`config.mk`:
```
export PLATFORM = sky130hd
export DESIGN_NAME = stereo_level_meter_led_scan_flat
export DESIGN_NICKNAME = d
export VERILOG_FILES = /design/src/rtl/core/slm_pkg.sv /design/src/rtl/core/slm_if.sv /design/src/rtl/core/stereo_level_meter_led_scan.sv /design/src/rtl/core/slm_log_table.sv /design/src/flat_wrapper.sv
export SDC_FILE = /design/constraint.sdc
export NUM_CORES = 1
export LEC_CHECK = 0
export BUFFER_PORTS_ARGS = -buffer_cell sky130_fd_sc_hd__buf_2
export CORE_ASPECT_RATIO = 2
export CORE_UTILIZATION = 60
export DETAILED_ROUTE_END_ITERATION = 6
export PLACE_DENSITY = 0.77
export REMOVE_ABC_BUFFERS = 1
export SYNTH_ARGS = -nofsm -noshare
export SYNTH_HDL_FRONTEND = slang
export SYNTH_HIERARCHICAL = 1
export SYNTH_SLANG_ARGS = --single-unit
```
`constraint.sdc`:
```
create_clock -name clk -period 6.6 [get_ports clk]
set_clock_uncertainty 0.2 [all_clocks]
set_input_delay 0 -clock clk [delete_from_list [all_inputs] [get_ports clk]]
set_output_delay 0 -clock clk [all_outputs]
set_load 0.01 [all_outputs]
```
`src/rtl/core/slm_pkg.sv`:
```
// Package for the stereo level meter: command codes, table geometry,
// table write request type and the level-to-bar mapping.
// No dependencies.
package slm_pkg;

  localparam int TABLE_DEPTH = 64;
  localparam int TBL_AW      = $clog2(TABLE_DEPTH);

  localparam logic [7:0] LEVEL_FULL  = 8'd255;  // raw values past the table
  localparam logic [7:0] PEAK_LEVEL  = 8'd250;  // bar bit 7 lights above this
  localparam logic [7:0] DWELL_RESET = 8'd250;

  typedef enum logic [1:0] {
    CMD_TABLE_WR = 2'd0,
    CMD_SAMPLE   = 2'd1,
    CMD_TICK     = 2'd2,
    CMD_FORCE    = 2'd3
  } cmd_t;

  typedef struct packed {
    logic              en;
    logic [TBL_AW-1:0] addr;
    logic [7:0]        data;
  } tbl_wr_t;

  // Bits 0..6: thermometer of level>>5; bit 7: peak above PEAK_LEVEL.
  function automatic logic [7:0] bar_of(input logic [7:0] level);
    logic [2:0] q;
    logic [7:0] bits;
    q = level[7:5];
    for (int i = 0; i < 7; i++) begin
      bits[i] = (3'(i) < q);
    end
    bits[7] = (level > PEAK_LEVEL);
    return bits;
  endfunction

endpackage

```
`src/rtl/core/slm_if.sv`:
```
// Handshake channel interfaces for the stereo level meter: input items,
// scan results and the configuration write. Depends on slm_pkg.
interface slm_in_if import slm_pkg::*; ();
  logic       valid;
  logic       ready;
  cmd_t       cmd;
  logic [7:0] sample;
  logic [5:0] table_index;

  modport source (output valid, cmd, sample, table_index, input ready);
  modport sink   (input valid, cmd, sample, table_index, output ready);
endinterface

interface slm_out_if;
  logic       valid;
  logic       ready;
  logic [2:0] row_select;
  logic       left_segment;
  logic       right_segment;

  modport source (output valid, row_select, left_segment, right_segment, input ready);
  modport sink   (input valid, row_select, left_segment, right_segment, output ready);
endinterface

interface slm_cfg_if;
  logic       valid;
  logic       ready;
  logic [7:0] dwell_samples;

  modport source (output valid, dwell_samples, input ready);
  modport sink   (input valid, dwell_samples, output ready);
endinterface

```
`src/rtl/core/stereo_level_meter_led_scan.sv`:
```
// Stereo LED level meter with multiplexed bar-graph scan (top level).
// Depends on slm_pkg, slm_if and slm_log_table.
//
// One item per clock is taken on in_chan. An item waits in the input stage,
// where the log table read lands, and is finished as it leaves it; a scan
// tick leaves its row result in the out_chan register, so a tick passes
// through the input stage register and then the out_chan register, which
// drives out_chan.valid, before the row can transfer. The rate is
// one item per cycle, held back only when a tick meets a full output register
// that the sink is not draining. Table writes, samples and forces give no
// result. The table reads undefined until written; a sample of 64 or above
// needs no entry and shows full scale. The dwell register on cfg_chan is
// always ready and should be written while the block is idle.
module stereo_level_meter_led_scan import slm_pkg::*; (
  input  logic      clk,
  input  logic      rst_n,
  slm_in_if.sink    in_chan,
  slm_out_if.source out_chan,
  slm_cfg_if.sink   cfg_chan
);

  // Configuration
  logic [7:0] dwell_samples_r;

  // Input stage
  logic       s1_valid_r;
  cmd_t       s1_cmd_r;
  logic [7:0] s1_sample_r;

  // Meter state
  logic       on_right_r,    on_right_nxt;
  logic [7:0] dwell_count_r, dwell_count_nxt;
  logic [7:0] left_bar_r,    left_bar_nxt;
  logic [7:0] right_bar_r,   right_bar_nxt;
  logic [7:0] left_shift_r,  left_shift_nxt;
  logic [7:0] right_shift_r, right_shift_nxt;
  logic [2:0] scan_row_r,    scan_row_nxt;

  // Result register
  logic       out_valid_r;
  logic [2:0] out_row_r;
  logic       out_left_r;
  logic       out_right_r;

  logic       in_xfer;
  logic       out_free;
  logic       s1_go;
  logic [7:0] tbl_data;
  logic [7:0] level;
  tbl_wr_t    tbl_wr;

  assign in_xfer  = in_chan.valid && in_chan.ready;
  assign out_free = !out_valid_r || out_chan.ready;
  // Only a tick needs the output register; everything else retires freely.
  assign s1_go    = s1_valid_r && ((s1_cmd_r != CMD_TICK) || out_free);
  assign in_chan.ready = !s1_valid_r || s1_go;

  assign cfg_chan.ready = 1'b1;

  // Table write goes in at the accept edge; a sample right behind it
  // reads the new entry at its own accept edge.
  assign tbl_wr.en   = in_xfer && (in_chan.cmd == CMD_TABLE_WR)
                       && (32'(in_chan.table_index) < TABLE_DEPTH);
  assign tbl_wr.addr = TBL_AW'(in_chan.table_index);
  assign tbl_wr.data = in_chan.sample;

  slm_log_table u_table (
    .clk     (clk),
    .wr      (tbl_wr),
    .rd_en   (in_xfer && (in_chan.cmd == CMD_SAMPLE)),
    .rd_addr (TBL_AW'(in_chan.sample)),
    .rd_data (tbl_data)
  );

  // Raw values past the table end read full scale.
  assign level = (32'(s1_sample_r) >= TABLE_DEPTH) ? LEVEL_FULL : tbl_data;

  always_ff @(posedge clk) begin
    if (!rst_n) begin
      dwell_samples_r <= DWELL_RESET;
    end else if (cfg_chan.valid && cfg_chan.ready) begin
      dwell_samples_r <= cfg_chan.dwell_samples;
    end
  end

  always_ff @(posedge clk) begin
    if (!rst_n) begin
      s1_valid_r <= 1'b0;
    end else if (in_chan.ready) begin
      s1_valid_r <= in_chan.valid;
    end
  end

  always_ff @(posedge clk) begin
    if (in_xfer) begin
      s1_cmd_r    <= in_chan.cmd;
      s1_sample_r <= in_chan.sample;
    end
  end

  always_comb begin
    logic [7:0] src_l;
    logic [7:0] src_r;
    logic [7:0] bar;
    on_right_nxt    = on_right_r;
    dwell_count_nxt = dwell_count_r;
    left_bar_nxt    = left_bar_r;
    right_bar_nxt   = right_bar_r;
    left_shift_nxt  = left_shift_r;
    right_shift_nxt = right_shift_r;
    scan_row_nxt    = scan_row_r;
    src_l           = (scan_row_r == 3'd0) ? left_bar_r  : left_shift_r;
    src_r           = (scan_row_r == 3'd0) ? right_bar_r : right_shift_r;
    bar             = bar_of(level);
    if (s1_go) begin
      unique case (s1_cmd_r)
        CMD_TABLE_WR: begin
        end
        CMD_SAMPLE: begin
          // Switch channel once the dwell is used up; unless the dwell is zero, the
          // first sample after each switch (and after reset) only arms the count.
          if (dwell_count_r >= dwell_samples_r) begin
            dwell_count_nxt = 8'd0;
            on_right_nxt    = !on_right_r;
            if (!on_right_r) right_bar_nxt = bar;
            else             left_bar_nxt  = bar;
          end else if (dwell_count_r == 8'd0) begin
            dwell_count_nxt = 8'd1;
          end else begin
            dwell_count_nxt = dwell_count_r + 8'd1;
            if (on_right_r) right_bar_nxt = bar;
            else            left_bar_nxt  = bar;
          end
        end
        CMD_TICK: begin
          // Row 0 reloads the shifters from the bars.
          left_shift_nxt  = src_l >> 1;
          right_shift_nxt = src_r >> 1;
          scan_row_nxt    = scan_row_r + 3'd1;
        end
        CMD_FORCE: begin
          left_bar_nxt  = bar_of(s1_sample_r);
          right_bar_nxt = bar_of(s1_sample_r);
        end
        default: begin
        end
      endcase
    end
  end

  always_ff @(posedge clk) begin
    if (!rst_n) begin
      on_right_r    <= 1'b0;
      dwell_count_r <= 8'd0;
      left_bar_r    <= 8'd0;
      right_bar_r   <= 8'd0;
      left_shift_r  <= 8'd0;
      right_shift_r <= 8'd0;
      scan_row_r    <= 3'd0;
    end else begin
      on_right_r    <= on_right_nxt;
      dwell_count_r <= dwell_count_nxt;
      left_bar_r    <= left_bar_nxt;
      right_bar_r   <= right_bar_nxt;
      left_shift_r  <= left_shift_nxt;
      right_shift_r <= right_shift_nxt;
      scan_row_r    <= scan_row_nxt;
    end
  end

  // Output register: loaded by a retiring tick, cleared by a transfer.
  always_ff @(posedge clk) begin
    if (!rst_n) begin
      out_valid_r <= 1'b0;
    end else if (s1_go && (s1_cmd_r == CMD_TICK)) begin
      out_valid_r <= 1'b1;
    end else if (out_chan.ready) begin
      out_valid_r <= 1'b0;
    end
  end

  always_ff @(posedge clk) begin
    if (s1_go && (s1_cmd_r == CMD_TICK)) begin
      out_row_r   <= scan_row_r;
      out_left_r  <= (scan_row_r == 3'd0) ? left_bar_r[0]  : left_shift_r[0];
      out_right_r <= (scan_row_r == 3'd0) ? right_bar_r[0] : right_shift_r[0];
    end
  end

  assign out_chan.valid         = out_valid_r;
  assign out_chan.row_select    = out_row_r;
  assign out_chan.left_segment  = out_left_r;
  assign out_chan.right_segment = out_right_r;

endmodule

```
`src/rtl/core/slm_log_table.sv`:
```
// Loadable log table: one write port, one read port with registered data.
// Depends on slm_pkg.
module slm_log_table import slm_pkg::*; (
  input  logic              clk,
  input  tbl_wr_t           wr,
  input  logic              rd_en,
  input  logic [TBL_AW-1:0] rd_addr,
  output logic [7:0]        rd_data
);

  logic [7:0] mem [TABLE_DEPTH];
  logic [7:0] rd_data_r;

  always_ff @(posedge clk) begin
    if (wr.en) begin
      mem[wr.addr] <= wr.data;
    end
  end

  always_ff @(posedge clk) begin
    if (rd_en) begin
      rd_data_r <= mem[rd_addr];
    end
  end

  assign rd_data = rd_data_r;

endmodule
```
`src/flat_wrapper.sv`:
```
// flat-port wrapper written by rule: the top's interface ports become plain ports
module stereo_level_meter_led_scan_flat import slm_pkg::*;
  (clk, rst_n, in_chan_valid, in_chan_cmd, in_chan_sample, in_chan_table_index, in_chan_ready, out_chan_valid, out_chan_row_select, out_chan_left_segment, out_chan_right_segment, out_chan_ready, cfg_chan_valid, cfg_chan_dwell_samples, cfg_chan_ready);
  slm_in_if in_chan_i ();
  slm_out_if out_chan_i ();
  slm_cfg_if cfg_chan_i ();
  input  logic clk;
  input  logic rst_n;
  input wire logic [$bits(in_chan_i.valid)-1:0] in_chan_valid;
  input wire logic [$bits(in_chan_i.cmd)-1:0] in_chan_cmd;
  input wire logic [$bits(in_chan_i.sample)-1:0] in_chan_sample;
  input wire logic [$bits(in_chan_i.table_index)-1:0] in_chan_table_index;
  output wire logic [$bits(in_chan_i.ready)-1:0] in_chan_ready;
  output wire logic [$bits(out_chan_i.valid)-1:0] out_chan_valid;
  output wire logic [$bits(out_chan_i.row_select)-1:0] out_chan_row_select;
  output wire logic [$bits(out_chan_i.left_segment)-1:0] out_chan_left_segment;
  output wire logic [$bits(out_chan_i.right_segment)-1:0] out_chan_right_segment;
  input wire logic [$bits(out_chan_i.ready)-1:0] out_chan_ready;
  input wire logic [$bits(cfg_chan_i.valid)-1:0] cfg_chan_valid;
  input wire logic [$bits(cfg_chan_i.dwell_samples)-1:0] cfg_chan_dwell_samples;
  output wire logic [$bits(cfg_chan_i.ready)-1:0] cfg_chan_ready;
  assign in_chan_i.valid = in_chan_valid;
  assign in_chan_i.cmd = in_chan_cmd;
  assign in_chan_i.sample = in_chan_sample;
  assign in_chan_i.table_index = in_chan_table_index;
  assign in_chan_ready = in_chan_i.ready;
  assign out_chan_valid = out_chan_i.valid;
  assign out_chan_row_select = out_chan_i.row_select;
  assign out_chan_left_segment = out_chan_i.left_segment;
  assign out_chan_right_segment = out_chan_i.right_segment;
  assign out_chan_i.ready = out_chan_ready;
  assign cfg_chan_i.valid = cfg_chan_valid;
  assign cfg_chan_i.dwell_samples = cfg_chan_dwell_samples;
  assign cfg_chan_ready = cfg_chan_i.ready;
  stereo_level_meter_led_scan u_core (.clk(clk), .rst_n(rst_n), .in_chan(in_chan_i), .out_chan(out_chan_i), .cfg_chan(cfg_chan_i));
endmodule
```
==> flow_metrics.env, run 1 <==
export IMPL_status="completed"
export IMPL_placementRows=101
export IMPL_clkSinkCount=587
export IMPL_yosys_warnings=6
export IMPL_seq_area_frac_synth_pct=73.4
export IMPL_hold_path_class="in -> reg"
export IMPL_worst_pin_slew_ns=1.20
export IMPL_mostFrequentLayoutCells="535 x edfxtp_1, 126 x mux4_2, 106 x nor2_1, 86 x nand2_1, 53 x dlygate4sd3_1"
export IMPL_cp_slowest_cell="nand4_1"
export IMPL_clock_path_buffers=3
export IMPL_arrival_ns=4.23
export IMPL_critPathLaunchType="flip-flop"
export IMPL_num_io_pins=37
export IMPL_grt_pass1_wl_um=76000
export IMPL_portBuffers=35
export IMPL_ys_flop_type="edfxtp_1"
export IMPL_cp_end_kind="flip-flop"
export IMPL_synth_cells=1268
export IMPL_grt_setup_unrepaired="false"
export IMPL_die_area_um2=39700
export IMPL_finalCritPeriodShare_pct=64.0
export IMPL_grt_antenna_before_repair=0
export IMPL_drt_initial_drc_count=1198
export IMPL_grt_start_max_net_pins=88
export IMPL_dr_total_vias=12100
export IMPL_cts_root_buf="clkbuf_16"
export IMPL_slew_viol_final=0
export IMPL_numCtsBuffers=49
export IMPL_gp_congestion=0.871
export IMPL_insertion_delay_ns=0.59
export IMPL_track_usage_pct=26.7
export IMPL_dieWidth_um=141
export IMPL_cts_clk_slew_worst_paths_ns=0.06
export IMPL_fillers=2397
export IMPL_drive_gt1_share_pct=19.5
export IMPL_globalRoute_totalOverflow=0
export IMPL_start_util_pct=61.1
export IMPL_dr_pass1_iters=6
export IMPL_timing_max_cap_violations=0
export IMPL_postSynth_asyncResetShare_pct=0
export IMPL_ant_nets=0
export IMPL_setup_viol=0
export IMPL_dp_hpwl_um=31200
export IMPL_totalWireLength_um=50500
export IMPL_critical_path_max_stage_delay_ns=0.96
export IMPL_htree_levels=2
export IMPL_path_cells="nand2_1, nor2_1, nand2_1, nand2_1, nor3_1, nand4_1, nor2_1"
export IMPL_core_um2=38200
export IMPL_route_detailed_drc=0
export IMPL_p_leak_nw=8.29
export IMPL_ir_worst_vdd_uv=259
export IMPL_relSlewSlack_pct=19.3
export IMPL_finalHoldViolations=0
export IMPL_avgSynthCellArea_um2=18.4
export IMPL_max_freq_ghz=0.237
export IMPL_final_common_cell="edfxtp_1"
export IMPL_synth_edff_count=535
export IMPL_antennaDiodeCount=0
export IMPL_final_core_util_pct=68.2
export IMPL_synth_area_um2=23300
export IMPL_synth_seq_cells=587
export IMPL_cp_required_ns=6.60
export IMPL_cts_tree="yes"
export IMPL_worst_path_most_repeated_cell="nand2_1"
export IMPL_critical_path_class="reg -> reg"
export IMPL_synth_cell_types=63
export IMPL_wl_per_cell_um=26.5
export IMPL_nets=1394
export IMPL_via_per_inst=6.32
export IMPL_grt_pass1_vias=12700
export IMPL_die_h_um=281
export IMPL_syn2layout_area_growth_pct=11.7
export IMPL_crit_path_max_fanout=11
export IMPL_tns_ns=0
export IMPL_p_per_area_nw_per_um2=285
export IMPL_p_total_mw=7.41
export IMPL_finalCriticalPeriod_ns=4.23
[cell type report]
type	count	area, um^2	share of cell area, %
clock buffers	59	1260	4.86
flip-flops and latches	587	17100	65.7
repair buffers	104	850	3.26
clock inverters	31	362	1.39
multi-input cells	594	5730	22.0
well taps	515	644	2.48
inverters	17	63.8	0.245
[stage by stage]
step / hold WS [ns] / worst slack, ns / cells / area [um^2]
2_1_floorplan: -0.101 / 3.17 / 1198 / 22900
3_3_place_gp: 0.0198 / 2.62 / 1764 / 23900
3_5_place_dp: 0.0252 / 2.47 / 1764 / 23900
4_1_cts: 0.0239 / 2.46 / 1907 / 26000
5_1_grt: 0.0882 / 2.24 / 1907 / 26000
6_report: 0.0607 / 2.37 / 1907 / 26000
[power breakdown]
part	switching [mW]	leakage, nW	internal (mW)
Combinational	0.233	2.26	0.152
Sequential	0.0133	5.24	4.08
Clock	1.29	0.782	1.65
[kinds of logic after synthesis]
logic type	count (synthesis)	share of synthesized area [%]
other	1	0.0161
and+or+nand+nor	282	5.45
adders and majority gates	12	0.644
xor gates and xnor gates	9	0.338
AOI/OAI and AO/OA	111	3.61
muxes	179	14.5
DFF	587	73.4
buffers and inverters	87	2.02
[final timing paths]
check,startpoint,end,slack [ns],depth (start not counted)
setup / recovery,u_core/s1_cmd_r[1]$_DFFE_PP_,u_core/u_table/mem[7][3]$_DFFE_PP_,2.37,7
hold / removal,in_chan_table_index[3],u_core/u_table/mem[49][2]$_DFFE_PP_,0.06,4
setup reg to reg,u_core/s1_cmd_r[1]$_DFFE_PP_,u_core/u_table/mem[7][3]$_DFFE_PP_,2.37,7
hold reg to reg,u_core/right_bar_r[5]$_SDFFE_PN0P_,u_core/right_bar_r[5]$_SDFFE_PN0P_,0.26,2
[routing by layer]
metal,GRT usage (%),part of all wire [%],wire length (um)
met4,16.3,6.7,3380
met3,3.10,5.2,2610
met2,48.3,54,27500
met5,0,0,0
met1,30.0,34,17100
[worst max-delay path: cells and delay by family (launching register included)]
kind          cells  cell delay (ns)
flops             1             0.53
simple gates      7             3.11
[Yosys cell counts, drive strengths merged (11+ instances only)]
library cell,count,area [um^2]
a311oi,12,105
nand3,21,105
o21ai,11,55.1
nor2,106,398
buf,37,283
mux2i,40,400
nor3,13,65.1
clkbuf,33,124
edfxtp,535,16100
nand2b,11,68.8
mux2,13,146
nor2b,20,125
nand2,86,323
mux4,126,2840
inv,17,63.8
dfxtp,52,1040
ha,12,150
a21oi,14,73.8
[timing repair]
| item | 4_1_cts | 5_1_grt |
|---|---|---|
| resized for setup | 0 | 0 |
| hold buffers | 53 | 0 |
| buffers inserted | 0 | 0 |
| endpoints found under the hold margin | 464 | 0 |
[registers in the layout, indices dropped and copies added (netlist names), 2 cells and up]
| name | count |
|---|---|
| u_core/dwell_count_r | 8 |
| u_core/dwell_samples_r | 8 |
| u_core/left_bar_r | 8 |
| u_core/left_shift_r | 7 |
| u_core/out_chan.row_select | 3 |
| u_core/right_bar_r | 8 |
| u_core/right_shift_r | 7 |
| u_core/s1_cmd_r | 2 |
| u_core/s1_sample_r | 8 |
| u_core/scan_row_r | 3 |
| u_core/u_table/mem | 512 |
| u_core/u_table/rd_data | 8 |
Power figures use the tool's default switching activity.
==> inputs of run 2 (changes only) <==
Settings changed: CORE_UTILIZATION 60 to 56, PLACE_DENSITY 0.77 to 0.75.
Clock period 6.6 ns to 3.6 ns, I/O delays scaled along.
==> run 2 against run 1 <==
Compared with the run above: die area increased by 7.1%; flip-flop and latch count is the same; highest routed layer unchanged; register-to-register slack got worse by 1.9 ns; global-route usage fell by 2.6 points; sequential power is 83% higher; final area rose by 2.0%.
==> flow_metrics.env, run 2 (synthesis results as in run 1) <==
export IMPL_globalRoute_totalOverflow=0
export IMPL_critPathLaunchType="flip-flop"
export IMPL_portBuffers=35
export IMPL_route_detailed_drc=0
export IMPL_grt_setup_unrepaired="false"
export IMPL_crit_path_max_fanout=11
export IMPL_finalHoldViolations=0
export IMPL_grt_antenna_before_repair=0
export IMPL_worst_path_most_repeated_cell="nand2_1"
export IMPL_cp_end_kind="flip-flop"
export IMPL_clkSinkCount=587
export IMPL_start_util_pct=56.9
export IMPL_via_per_inst=6.10
export IMPL_path_cells="nand2_1, nor2_1, nand2_1, nand2_1, nor3_1, buf_4, nand4_1, nor2_1, dlygate4sd3_1"
export IMPL_antennaDiodeCount=0
export IMPL_drt_initial_drc_count=999
export IMPL_final_core_util_pct=64.8
export IMPL_dieWidth_um=146
export IMPL_arrival_ns=3.17
export IMPL_hold_path_class="in -> reg"
export IMPL_num_io_pins=37
export IMPL_post_cts_buffers=0
export IMPL_top_register="u_core/u_table/mem"
export IMPL_placementRows=105
export IMPL_grt_start_max_net_pins=100
export IMPL_die_h_um=291
export IMPL_slew_viol_final=0
export IMPL_clock_path_buffers=3
export IMPL_setup_viol=0
export IMPL_track_usage_pct=24.1
export IMPL_finalCriticalPeriod_ns=3.10
export IMPL_mostFrequentLayoutCells="535 x edfxtp_1, 126 x mux4_2, 106 x nor2_1, 96 x buf_4, 86 x nand2_1"
export IMPL_p_per_area_nw_per_um2=501
export IMPL_wl_per_cell_um=24.9
export IMPL_max_freq_ghz=0.323
export IMPL_worst_pin_slew_ns=1.08
export IMPL_cp_slowest_cell="dlygate4sd3_1"
export IMPL_relSlewSlack_pct=27.8
export IMPL_ant_nets=0
export IMPL_rr_worst_depth=9
export IMPL_cp_required_ns=3.67
export IMPL_core_um2=41000
export IMPL_status="completed"
export IMPL_cts_tree="yes"
export IMPL_dp_cells=1865
export IMPL_final_common_cell="edfxtp_1"
export IMPL_drive_gt1_share_pct=23.5
export IMPL_totalWireLength_um=49700
export IMPL_critical_path_max_stage_delay_ns=0.67
export IMPL_syn2layout_area_growth_pct=13.9
export IMPL_cts_root_buf="clkbuf_16"
export IMPL_largest_reg_flops=512
export IMPL_htree_levels=2
export IMPL_gp_congestion=0.874
export IMPL_p_leak_nw=8.66
export IMPL_r2r_slack_ns=0.50
export IMPL_grt_pass1_wl_um=75600
export IMPL_critical_path_class="reg -> reg"
export IMPL_dr_total_vias=12200
export IMPL_ir_worst_vdd_uv=406
export IMPL_dr_pass1_iters=5
export IMPL_die_area_um2=42500
export IMPL_timing_max_cap_violations=0
export IMPL_grt_pass1_vias=12700
export IMPL_finalCritPeriodShare_pct=86.1
export IMPL_tns_ns=0
export IMPL_final_cells=1997
export IMPL_numCtsBuffers=48
export IMPL_dp_hpwl_um=32800
export IMPL_insertion_delay_ns=0.57
export IMPL_min_path_cells=2
export IMPL_nets=1471
export IMPL_cts_clk_slew_worst_paths_ns=0.06
## run 2: cell count changes in the layout (fill, tap and decap cells not counted), sizes merged
cell,before,now
clkbuf,59,58
clkinv,19,16
clkinvlp,4,2
bufinv,7,5
buf,51,132
dlygate4sd3,53,50
## run 2: layout make-up
cell class | count | area [um^2]
clock buffers | 58 | 1240
clock inverters | 24 | 258
fillers | 2729 | 14400
inverters | 17 | 63.8
multi-input cells | 594 | 5730
flip-flops and latches | 587 | 17100
well taps | 535 | 669
repair buffers | 182 | 1480
## run 2: path summary, 6_finish.rpt
| path | from | endpoint |
|---|---|---|
| setup / recovery | u_core/s1_cmd_r[1]$_DFFE_PP_ | u_core/u_table/mem[53][0]$_DFFE_PP_ |
| hold / removal | in_chan_cmd[0] | u_core/s1_cmd_r[0]$_DFFE_PP_ |
| setup reg to reg | u_core/s1_cmd_r[1]$_DFFE_PP_ | u_core/u_table/mem[53][0]$_DFFE_PP_ |
| hold reg to reg | u_core/left_bar_r[0]$_SDFFE_PN0P_ | u_core/left_bar_r[0]$_SDFFE_PN0P_ |
## run 2: critical path, delay by kind of cell (launching register included)
family | cells | cell delay (ns)
buf+inv | 2 | 0.87
flops | 1 | 0.53
simple gates | 7 | 1.21
## run 2: layer usage
layer  GRT usage (%)  vias up  wire (um)
met5               0        -          0
li1                -     5378          -
met3            2.51      122       1990
met4            12.4        0       2610
met1            27.0     6298      17300
met2            44.8      377      27800
## run 2: metrics by stage
| step | worst slack, ns | power, mW | cell area [um^2] | hold WS, ns |
|---|---|---|---|---|
| after detailed placement | 0.624 | 8.32 | 24600 | 0.0176 |
| after global placement | 0.730 | 8.30 | 24600 | 0.0143 |
| after floorplan | 0.173 | 7.94 | 22900 | -0.101 |
| final | 0.501 | 13.3 | 26500 | 0.0454 |
| after global routing | 0.404 | 13.6 | 26500 | 0.0297 |
| after CTS | 0.563 | 13.4 | 26500 | 0.0146 |
## run 2: timing repair
action / in CTS / in global routing
hold buffers: 50 / 0
resized for setup: 0 / 0
hold endpoints to repair: 486 / 0
## run 2: power breakdown
| group | switching (mW) | internal (mW) | total (mW) |
|---|---|---|---|
| clock | 2.27 | 2.81 | 5.08 |
| sequential | 0.0228 | 7.47 | 7.49 |
| combinational | 0.426 | 0.295 | 0.721 |
